## config.mk

```make
export PLATFORM = sky130hd
export DESIGN_NAME = nec_ir_edge_decoder_flat
export DESIGN_NICKNAME = d
export VERILOG_FILES = /design/src/rtl/necir_pkg.sv /design/src/rtl/necir_if.sv /design/src/rtl/necir_div.sv /design/src/rtl/necir_frame.sv /design/src/rtl/nec_ir_edge_decoder.sv /design/src/flat_wrapper.sv
export SDC_FILE = /design/constraint.sdc
export NUM_CORES = 1
export LEC_CHECK = 0
export BUFFER_PORTS_ARGS = -buffer_cell sky130_fd_sc_hd__clkbuf_2
export CAP_MARGIN = 30
export CELL_PAD_IN_SITES_DETAIL_PLACEMENT = 1
export CELL_PAD_IN_SITES_GLOBAL_PLACEMENT = 1
export CORE_UTILIZATION = 50
export DETAILED_ROUTE_END_ITERATION = 10
export GPL_TIMING_DRIVEN = 0
export PLACE_DENSITY_LB_ADDON = 0.1
export SYNTH_ARGS = -nofsm -noshare
export SYNTH_HDL_FRONTEND = slang
export SYNTH_SLANG_ARGS = --single-unit
```

## constraint.sdc

```tcl
create_clock -name clk -period 15.61 [get_ports clk]
set_input_delay 0 -clock clk [delete_from_list [all_inputs] [get_ports clk]]
set_output_delay 0 -clock clk [all_outputs]
set_load 0.02 [all_outputs]
```

## src/rtl/necir_pkg.sv

```systemverilog
// ----------------------------------------------------------------------------
// necir_pkg
// Shared types and constants for the NEC IR edge decoder.
// ----------------------------------------------------------------------------
package necir_pkg;

  // Input operation codes
  localparam logic OP_EDGE  = 1'b0;
  localparam logic OP_CLEAR = 1'b1;

  // Result frame kinds
  typedef enum logic [1:0] {
    KIND_NEC     = 2'd0,
    KIND_NEC_EXT = 2'd1,
    KIND_UNKNOWN = 2'd2
  } necir_kind_t;

  // Field widths
  localparam int TIME_W    = 32;
  localparam int TIMEOUT_W = 20;
  localparam int IDX_W     = 7;

  // Timeout register reset value (us)
  localparam logic [TIMEOUT_W-1:0] TIMEOUT_RESET = 20'd20000;

  // Duration windows in microseconds
  localparam logic [31:0] LEAD_MARK_MIN  = 32'd7000;
  localparam logic [31:0] LEAD_MARK_MAX  = 32'd11000;
  localparam logic [31:0] LEAD_SPACE_MIN = 32'd3000;
  localparam logic [31:0] LEAD_SPACE_MAX = 32'd6000;
  localparam logic [31:0] BIT_MARK_MIN   = 32'd300;
  localparam logic [31:0] BIT_MARK_MAX   = 32'd900;
  localparam logic [31:0] ONE_SPACE_LO   = 32'd1000;  // exclusive
  localparam logic [31:0] ONE_SPACE_HI   = 32'd2200;  // exclusive
  localparam logic [31:0] BIT_SPACE_MIN  = 32'd300;
  localparam logic [31:0] BIT_SPACE_MAX  = 32'd2800;

  // Frame shape: leader pair plus 32 mark/space pairs
  localparam logic [IDX_W-1:0] LAST_DUR_IDX = 7'd65;
  localparam logic [IDX_W-1:0] REPORT_MIN   = 7'd4;

  // Address byte XOR inverse byte for standard NEC
  localparam logic [7:0] ADDR_CHECK = 8'hFF;

  // Word moving down the pipeline: clear flag plus a 32-bit value
  typedef struct packed {
    logic        clr;
    logic [31:0] val;
  } necir_item_t;

endpackage

```

## src/rtl/necir_if.sv

```systemverilog
// ----------------------------------------------------------------------------
// necir_if
// Valid/ready channels for edge words in and frame words out.
// ----------------------------------------------------------------------------
interface necir_in_if;
  logic        valid;
  logic        ready;
  logic        opcode;
  logic [31:0] edge_time;

  modport source (output valid, output opcode, output edge_time, input ready);
  modport sink   (input valid, input opcode, input edge_time, output ready);
endinterface

interface necir_out_if;
  logic        valid;
  logic        ready;
  logic [1:0]  frame_kind;
  logic [15:0] address;
  logic [7:0]  command;
  logic [31:0] good_frames;
  logic [31:0] bad_frames;

  modport source (output valid, output frame_kind, output address, output command,
                  output good_frames, output bad_frames, input ready);
  modport sink   (input valid, input frame_kind, input address, input command,
                  input good_frames, input bad_frames, output ready);
endinterface

```

## src/rtl/necir_div.sv

```systemverilog
// ----------------------------------------------------------------------------
// necir_div
// Pipelined tick-to-microsecond conversion by reciprocal multiply and correction.
// ----------------------------------------------------------------------------
module necir_div #(
  parameter int TICKS_PER_US = 240
) (
  input  logic                  clk,
  input  logic                  rst,
  input  logic                  s_valid,
  output logic                  s_ready,
  input  necir_pkg::necir_item_t s_item,
  output logic                  m_valid,
  input  logic                  m_ready,
  output necir_pkg::necir_item_t m_item
);

  localparam int          DW      = $clog2(TICKS_PER_US + 1);
  localparam logic [32:0] RECIP   = 33'((64'd1 << 32) / TICKS_PER_US);
  localparam logic [DW-1:0] DIVISOR = DW'(TICKS_PER_US);

  // stage valids and per-stage ready
  logic a_v, b_v, c_v, d_v;
  logic rd_a, rd_b, rd_c, rd_d;

  // stage payloads
  necir_pkg::necir_item_t a_item;
  logic        b_clr, c_clr;
  logic [31:0] b_x, c_x;
  logic [31:0] b_q, c_q;
  logic [31:0] c_qd;
  necir_pkg::necir_item_t d_item;

  logic [64:0]    prod;
  logic [31+DW:0] qd_full;
  logic [31:0]    rem;
  logic           corr;

  assign rd_d    = !d_v || m_ready;
  assign rd_c    = !c_v || rd_d;
  assign rd_b    = !b_v || rd_c;
  assign rd_a    = !a_v || rd_b;
  assign s_ready = rd_a;

  // estimate: q or q-1
  assign prod    = 65'(a_item.val) * 65'(RECIP);
  // back-multiply for the remainder
  assign qd_full = (32 + DW)'(b_q) * (32 + DW)'(DIVISOR);
  // one-step correction
  assign rem     = c_x - c_qd;
  assign corr    = (rem >= 32'(DIVISOR));

  // valid bits
  always_ff @(posedge clk) begin
    if (rst) begin
      a_v <= 1'b0;
      b_v <= 1'b0;
      c_v <= 1'b0;
      d_v <= 1'b0;
    end else begin
      if (rd_a) a_v <= s_valid;
      if (rd_b) b_v <= a_v;
      if (rd_c) c_v <= b_v;
      if (rd_d) d_v <= c_v;
    end
  end

  // payload
  always_ff @(posedge clk) begin
    if (rd_a && s_valid) a_item <= s_item;
    if (rd_b && a_v) begin
      b_clr <= a_item.clr;
      b_x   <= a_item.val;
      b_q   <= prod[63:32];
    end
    if (rd_c && b_v) begin
      c_clr <= b_clr;
      c_x   <= b_x;
      c_q   <= b_q;
      c_qd  <= qd_full[31:0];
    end
    if (rd_d && c_v) begin
      d_item.clr <= c_clr;
      d_item.val <= c_q + 32'(corr);
    end
  end

  assign m_valid = d_v;
  assign m_item  = d_item;

endmodule

```

## src/rtl/necir_frame.sv

```systemverilog
// ----------------------------------------------------------------------------
// necir_frame
// NEC frame checker: duration windows, bit shifter, counters, result register.
// ----------------------------------------------------------------------------
module necir_frame (
  input  logic                   clk,
  input  logic                   rst,
  input  logic                   cfg_wr_en,
  input  logic [19:0]            cfg_wr_data,
  input  logic                   s_valid,
  output logic                   s_ready,
  input  necir_pkg::necir_item_t s_item,
  necir_out_if.source            frames
);

  // timeout register
  logic [necir_pkg::TIMEOUT_W-1:0] gap_timeout_us;

  // frame state
  logic [necir_pkg::IDX_W-1:0] duration_index, duration_index_next;
  logic [31:0] bit_shift, bit_shift_next;
  logic        await_gap, await_gap_next;
  logic [31:0] good_count, good_count_next;
  logic [31:0] bad_count, bad_count_next;

  // result register
  logic        res_valid;
  logic [1:0]  res_kind;
  logic [15:0] res_addr;
  logic [7:0]  res_cmd;

  logic        take;
  logic        emit;
  logic [1:0]  emit_kind;
  logic [15:0] emit_addr;
  logic [7:0]  emit_cmd;

  logic [31:0] dur;
  logic        is_gap;
  logic        win_ok;
  logic        is_one;
  logic [31:0] shifted;

  assign s_ready = !res_valid || frames.ready;
  assign take    = s_valid && s_ready;
  assign dur     = s_item.val;
  assign is_gap  = dur > 32'(gap_timeout_us);
  assign is_one  = (dur > necir_pkg::ONE_SPACE_LO) && (dur < necir_pkg::ONE_SPACE_HI);
  assign shifted = {is_one, bit_shift[31:1]};

  // window check for the current position
  always_comb begin
    if (duration_index == '0) begin
      win_ok = (dur >= necir_pkg::LEAD_MARK_MIN) && (dur <= necir_pkg::LEAD_MARK_MAX);
    end else if (duration_index == necir_pkg::IDX_W'(1)) begin
      win_ok = (dur >= necir_pkg::LEAD_SPACE_MIN) && (dur <= necir_pkg::LEAD_SPACE_MAX);
    end else if (!duration_index[0]) begin
      win_ok = (dur >= necir_pkg::BIT_MARK_MIN) && (dur <= necir_pkg::BIT_MARK_MAX);
    end else begin
      win_ok = is_one ||
               ((dur >= necir_pkg::BIT_SPACE_MIN) && (dur <= necir_pkg::BIT_SPACE_MAX));
    end
  end

  // next frame state and result
  always_comb begin
    duration_index_next = duration_index;
    bit_shift_next      = bit_shift;
    await_gap_next      = await_gap;
    good_count_next     = good_count;
    bad_count_next      = bad_count;
    emit                = 1'b0;
    emit_kind           = necir_pkg::KIND_UNKNOWN;
    emit_addr           = '0;
    emit_cmd            = '0;
    if (s_item.clr) begin
      good_count_next = '0;
      bad_count_next  = '0;
    end else if (is_gap) begin
      // silence: close any partial frame
      duration_index_next = '0;
      bit_shift_next      = '0;
      await_gap_next      = 1'b0;
      if (!await_gap && (duration_index >= necir_pkg::REPORT_MIN)) begin
        bad_count_next = bad_count + 32'd1;
        emit           = 1'b1;
      end
    end else if (!await_gap) begin
      if (!win_ok) begin
        bad_count_next      = bad_count + 32'd1;
        duration_index_next = '0;
        bit_shift_next      = '0;
        await_gap_next      = 1'b1;
        emit                = 1'b1;
      end else begin
        if (duration_index[0] && (duration_index != necir_pkg::IDX_W'(1))) begin
          bit_shift_next = shifted;
        end
        duration_index_next = duration_index + necir_pkg::IDX_W'(1);
        if (duration_index == necir_pkg::LAST_DUR_IDX) begin
          // 32nd bit in: decode
          good_count_next     = good_count + 32'd1;
          duration_index_next = '0;
          bit_shift_next      = '0;
          await_gap_next      = 1'b1;
          emit                = 1'b1;
          emit_cmd            = shifted[23:16];
          if ((shifted[7:0] ^ shifted[15:8]) == necir_pkg::ADDR_CHECK) begin
            emit_kind = necir_pkg::KIND_NEC;
            emit_addr = {8'd0, shifted[7:0]};
          end else begin
            emit_kind = necir_pkg::KIND_NEC_EXT;
            emit_addr = shifted[15:0];
          end
        end
      end
    end
  end

  // control state
  always_ff @(posedge clk) begin
    if (rst) begin
      gap_timeout_us <= necir_pkg::TIMEOUT_RESET;
      duration_index <= '0;
      bit_shift      <= '0;
      await_gap      <= 1'b0;
      good_count     <= '0;
      bad_count      <= '0;
      res_valid      <= 1'b0;
    end else begin
      if (cfg_wr_en) gap_timeout_us <= cfg_wr_data;
      if (take) begin
        duration_index <= duration_index_next;
        bit_shift      <= bit_shift_next;
        await_gap      <= await_gap_next;
        good_count     <= good_count_next;
        bad_count      <= bad_count_next;
        res_valid      <= emit;
      end else if (frames.ready) begin
        res_valid <= 1'b0;
      end
    end
  end

  // result payload
  always_ff @(posedge clk) begin
    if (take && emit) begin
      res_kind <= emit_kind;
      res_addr <= emit_addr;
      res_cmd  <= emit_cmd;
    end
  end

  // counters are shown as they stood when the word was made
  logic [31:0] res_good, res_bad;
  always_ff @(posedge clk) begin
    if (take && emit) begin
      res_good <= good_count_next;
      res_bad  <= bad_count_next;
    end
  end

  assign frames.valid       = res_valid;
  assign frames.frame_kind  = res_kind;
  assign frames.address     = res_addr;
  assign frames.command     = res_cmd;
  assign frames.good_frames = res_good;
  assign frames.bad_frames  = res_bad;

endmodule

```

## src/rtl/nec_ir_edge_decoder.sv

```systemverilog
// ----------------------------------------------------------------------------
// nec_ir_edge_decoder
// NEC IR decoder fed with captured edge timestamps in timer ticks.
// ----------------------------------------------------------------------------
// Takes one edge word per clock (opcode 0: edge timestamp, opcode 1: clear the
// frame counters) and returns a frame word after each decoded NEC or extended
// NEC frame, each failed check and each partial frame of four or more
// durations closed by a silence longer than gap_timeout_us. A word that makes
// a result passes the input register, the reciprocal multiply, back-multiply
// and correction registers that turn the tick difference into microseconds,
// and the frame check's result register. Edges stream in at one per cycle;
// only a stalled output holds the pipeline, and even then up to four further
// words are taken before the input stalls. The user writes gap_timeout_us
// through cfg_wr_en/cfg_wr_data only while idle; the block does not enforce it.
// ----------------------------------------------------------------------------
module nec_ir_edge_decoder #(
  parameter int TICKS_PER_US = 240
) (
  input  logic        clk,
  input  logic        rst,
  necir_in_if.sink    edges,
  necir_out_if.source frames,
  input  logic        cfg_wr_en,
  input  logic [19:0] cfg_wr_data
);

  logic [31:0] last_edge_time;
  logic        edge_seen;

  logic                   div_s_valid, div_s_ready;
  necir_pkg::necir_item_t div_s_item;
  logic                   div_m_valid, div_m_ready;
  necir_pkg::necir_item_t div_m_item;

  logic accept;

  assign edges.ready = div_s_ready;
  assign accept      = edges.valid && div_s_ready;

  // the first edge after reset only records its time
  assign div_s_valid    = edges.valid &&
                          ((edges.opcode == necir_pkg::OP_CLEAR) || edge_seen);
  assign div_s_item.clr = (edges.opcode == necir_pkg::OP_CLEAR);
  assign div_s_item.val = edges.edge_time - last_edge_time;

  // edge timestamp tracking
  always_ff @(posedge clk) begin
    if (rst) begin
      last_edge_time <= '0;
      edge_seen      <= 1'b0;
    end else if (accept && (edges.opcode == necir_pkg::OP_EDGE)) begin
      last_edge_time <= edges.edge_time;
      edge_seen      <= 1'b1;
    end
  end

  necir_div #(
    .TICKS_PER_US (TICKS_PER_US)
  ) u_div (
    .clk     (clk),
    .rst     (rst),
    .s_valid (div_s_valid),
    .s_ready (div_s_ready),
    .s_item  (div_s_item),
    .m_valid (div_m_valid),
    .m_ready (div_m_ready),
    .m_item  (div_m_item)
  );

  necir_frame u_frame (
    .clk         (clk),
    .rst         (rst),
    .cfg_wr_en   (cfg_wr_en),
    .cfg_wr_data (cfg_wr_data),
    .s_valid     (div_m_valid),
    .s_ready     (div_m_ready),
    .s_item      (div_m_item),
    .frames      (frames)
  );

endmodule

```

## src/flat_wrapper.sv

```systemverilog
// flat-port wrapper written by rule: the top's interface ports become plain ports
module nec_ir_edge_decoder_flat 
#(
  parameter int TICKS_PER_US = 240
)
  (clk, rst, cfg_wr_en, cfg_wr_data, edges_valid, edges_opcode, edges_edge_time, edges_ready, frames_valid, frames_frame_kind, frames_address, frames_command, frames_good_frames, frames_bad_frames, frames_ready);
  necir_in_if edges_i ();
  necir_out_if frames_i ();
  input  logic clk;
  input  logic rst;
  input  logic cfg_wr_en;
  input  logic [19:0] cfg_wr_data;
  input wire logic [$bits(edges_i.valid)-1:0] edges_valid;
  input wire logic [$bits(edges_i.opcode)-1:0] edges_opcode;
  input wire logic [$bits(edges_i.edge_time)-1:0] edges_edge_time;
  output wire logic [$bits(edges_i.ready)-1:0] edges_ready;
  output wire logic [$bits(frames_i.valid)-1:0] frames_valid;
  output wire logic [$bits(frames_i.frame_kind)-1:0] frames_frame_kind;
  output wire logic [$bits(frames_i.address)-1:0] frames_address;
  output wire logic [$bits(frames_i.command)-1:0] frames_command;
  output wire logic [$bits(frames_i.good_frames)-1:0] frames_good_frames;
  output wire logic [$bits(frames_i.bad_frames)-1:0] frames_bad_frames;
  input wire logic [$bits(frames_i.ready)-1:0] frames_ready;
  assign edges_i.valid = edges_valid;
  assign edges_i.opcode = edges_opcode;
  assign edges_i.edge_time = edges_edge_time;
  assign edges_ready = edges_i.ready;
  assign frames_valid = frames_i.valid;
  assign frames_frame_kind = frames_i.frame_kind;
  assign frames_address = frames_i.address;
  assign frames_command = frames_i.command;
  assign frames_good_frames = frames_i.good_frames;
  assign frames_bad_frames = frames_i.bad_frames;
  assign frames_i.ready = frames_ready;
  nec_ir_edge_decoder #(.TICKS_PER_US(TICKS_PER_US)) u_core (.clk(clk), .rst(rst), .edges(edges_i), .frames(frames_i), .cfg_wr_en(cfg_wr_en), .cfg_wr_data(cfg_wr_data));
endmodule
```

==> results.yml <==
global_route:
  grt_first_pass_wirelength_mm: 136
  first_global_vias: 25664
  antenna_found_initial: 0
  grt.total_usage_pct: 28.3
  grt_overflow: 0
  grt_start_max_net_pins: 38
pwr:
  ir_worst_vdd_mv: 0.196
  leakage_dissipation_uw: 0.0143
  total_power_uw: 7800
  power.sequential.fraction_pct: 21.7
  combPwrFrac_pct: 63.0
  power_frac_clock_pct: 15.3
  netSwitchingPower_uw: 3520
  switch_share_pct: 45.1
  cellPowerDensity_nw_per_um2: 226
  power_report.internal_total_uw: 4280
setup_path:
  critical_path.reg2reg.endpoint: "u_core.u_div.b_q[24]"
  cp_data_required_time_ps: 16020
  crit_path_frequent_cell: "fa_1"
  crit_arrival_ps: 7740
  reg2regPathDepth: 21
  slowest_stage: "fa_1"
  worst-path-max-fanout: 6
  start_kind: "flip-flop"
  ff2ff_setup_slack_ps: 8280
  worst_path_largest_cell_delay_ps: 640
  cp-end-kind: "flip-flop"
  setup.worst_path.class: "reg -> reg"
  cp-startpoint: "u_core.u_div.a_item[7]"
  worstPathCellList: "ha_1, inv_1, fa_1, inv_1, fa_1, inv_1, fa_1, fa_1, fa_1, inv_1, ha_1, nand4_1, nor4_1, o21ai_0, a31oi_1, o31ai_1, o31ai_1, a2111o_1, a31oi_1, o21bai_1, xor2_1"
  critical_path.reg2reg.startpoint: "u_core.u_div.a_item[7]"
synthesis:
  synthesis.area_sq_um: 30300
  yosys_most_used_dff: "edfxtp_1"
  synth.distinct_cells: 88
  postSynthCellCount: 2998
  synth-edff-count: 285
  synth_largest_area_cell: "edfxtp_1"
  synthTopCellsByArea: "edfxtp_1 28%, ha_1 13%, dfxtp_1 11%"
  synth_seq_area_share_pct: 38.9
  synth_area_per_cell_sq_um: 10.1
  synth_top_area_share_pct: 28.2
  flop_and_latch_count_out_of_synthesis: 446
  mappedNetlistNets: 3537
  post_synth_arst_share_pct: 0
  yosys_warnings: 0
cells_and_area:
  finish.net_count: 3817
  antennaDiodeCount: 0
  final_cell_mix: "378 x inv_1, 323 x ha_1, 285 x edfxtp_1"
  num-fill-cells: 6621
  layout.cells.most_common: "inv_1"
  layout-drive-gt1-share_pct: 8.94
  flow.area_growth_from_synthesis_pct: 13.9
  final_core_util_pct: 58.1
route:
  post_drt_wl_per_cell_um: 21.0
  detailedRoute.firstPassIterationCount: 5
  drc_errors: 0
  antenna_left: 0
  via_per_inst: 5.73
  detailed_route_wl_mm: 85.8
  routed-via-count: 23442
  drc_violation_total_after_the_first_tritonroute_iteration: 883
worst_hold_path:
  worstHoldPathCells: 4
  timing.hold.worst.class: "in -> reg"
  holdCritStartpoint: "cfg_wr_en"
  timing.hold.worst_endpoint: "u_core.u_frame.gap_timeout_us[11]"
cts:
  cts_buffer_depth: 3
  clock_insertion_delay_worst_skew_ps: 600
  htree_num_levels: 2
  tritoncts: "yes"
  sink_count_of_the_clock_tree: 446
  cts_hold_buf: 63
  tritoncts.num_buffers: 51
  post_cts_resized: 0
  cts_setup_buffers: 0
  clkSlewWorstSetupHoldPaths_ps: 60
  cts.root.buffer_cell: "clkbuf_16"
place:
  hpwlAfterDp_mm: 67.0
  preCtsSetupSlack_ps: 8360
  place.gp.congestion: 0.922
  buffers_added_on_ports: 148
sta:
  timing.setup.tns_ps: 0
  fin_crit_ps: 7330
  finalHoldWorstSlack_ps: 123
  timing.final.ws_setup_ps: 8280
  finalMaxSlewViolations: 0
  fin_skew_ps: 37.1
  maxSlewHeadroom_pct: 27.6
  setup-violations-final: 0
  hold_viol: 0
  layout_worst_path_cycle_share_pct: 47.0
  max_freq_mhz: 136
  worst-slew-pin-transition_ps: 1060
  rsz0062_at_grt: "false"
floorplan:
  die_height_um: 248
  top_level_ports: 150
  fp-row-count: 89
  core_sq_um: 59500
  initial_utilization_pct: 51.0
  fp.dieArea_sq_um: 61600
  die_w_um: 248
run_status:
  result_of_the_run: "finished clean"
run:
  maximum_capacitance_violations: 0
==> per-stage QoR <==
stage               cell area, sq um  std cells
floorplan                      30300       2998
global placement               32000       3919
detailed placement             32200       3935
CTS                            34500       4094
global route                   34500       4094
finish                         34500       4094
==> layer usage <==
metal / up-vias / wire, um / GRT usage (%)
li1: 11050 / - / -
met1: 11745 / 35800 / 34.0
met2: 457 / 44800 / 52.3
met3: 190 / 2340 / 2.62
met4: 0 / 2890 / 10.2
met5: - / 0 / 0
==> flip-flops by register name, indices dropped and copies added (netlist names), 2 cells and up <==
signal                             count
u_core.u_div.a_item                   33
u_core.last_edge_time                 32
u_core.u_frame.bad_count              32
u_core.u_frame.frames.bad_frames      32
u_core.u_frame.frames.good_frames     32
u_core.u_frame.good_count             32
u_core.u_frame.bit_shift              31
u_core.u_div.b_x                      28
u_core.u_div.c_qd                     28
u_core.u_div.c_x                      28
u_core.u_div.m_item                   27
u_core.u_div.b_q                      25
u_core.u_div.c_q                      24
u_core.u_frame.gap_timeout_us         20
u_core.u_frame.frames.address         16
u_core.u_frame.frames.command          8
u_core.u_frame.duration_index          7
u_core.u_frame.frames.frame_kind       2
==> power groups by stage <==
stage	Combinational [uW]	Sequential, uW	Clock [uW]
6_report	4910	1700	1200
5_1_grt	5490	1710	1260
4_1_cts	4900	1700	1220
3_5_place_dp	4810	1720	0
3_3_place_gp	4560	1720	0
2_1_floorplan	3540	1660	0
==> worst max path at each step <==
stage	to	slack, ps
CTS	u_core.u_div.b_q[24]	8240
global placement	u_core.u_frame.frames.bad_frames[27]	750
global route	u_core.u_div.b_q[19]	7990
finish	u_core.u_div.b_q[24]	8280
detailed placement	u_core.u_div.b_q[24]	8360
floorplan	u_core.u_frame.frames.address[0]	4220
==> final cells by class <==
cell class / count / area [sq um] / area share (%)
well taps: 773 / 967 / 2.80
plain buffers: 86 / 363 / 1.05
clock inverters: 34 / 322 / 0.931
repair buffers: 227 / 1540 / 4.47
inverters: 379 / 1420 / 4.12
multi-input cells: 2087 / 16800 / 48.6
flip-flops and latches: 446 / 11800 / 34.1
clock buffers: 62 / 1350 / 3.91
==> cell usage after synthesis, drive strengths merged (37+ instances only) <==
library cell and number:
a21o 65, o21ai 110, clkbuf 64, nor2 190, xnor2 100, a31oi 53, a21oi 238, xor2 82
nand3 89, inv 378, or3 37, nor3 38, nand4 41, edfxtp 285, nand2 216, fa 158
dfxtp 161, and2 41, ha 323
==> worst max-delay path: cells and delay by family (launching register included) <==
kind | cells | cell delay (ps)
xor gates and xnor gates | 1 | 220
AOI/OAI and AO/OA | 7 | 2070
adders and majority gates | 7 | 3440
buffers and inverters | 4 | 270
and+or+nand+nor | 2 | 610
DFF | 1 | 490
==> kinds of logic after synthesis <==
| kind of cell | after synthesis | share of synthesized area [%] |
|---|---|---|
| mux | 22 | 0.735 |
| compound gates | 624 | 12.8 |
| xor+xnor | 182 | 5.26 |
| buf+inv | 465 | 5.89 |
| fa+ha+maj | 481 | 23.8 |
| simple gates | 778 | 12.7 |
| flops | 446 | 38.9 |
(Power assumes the default switching activity.)
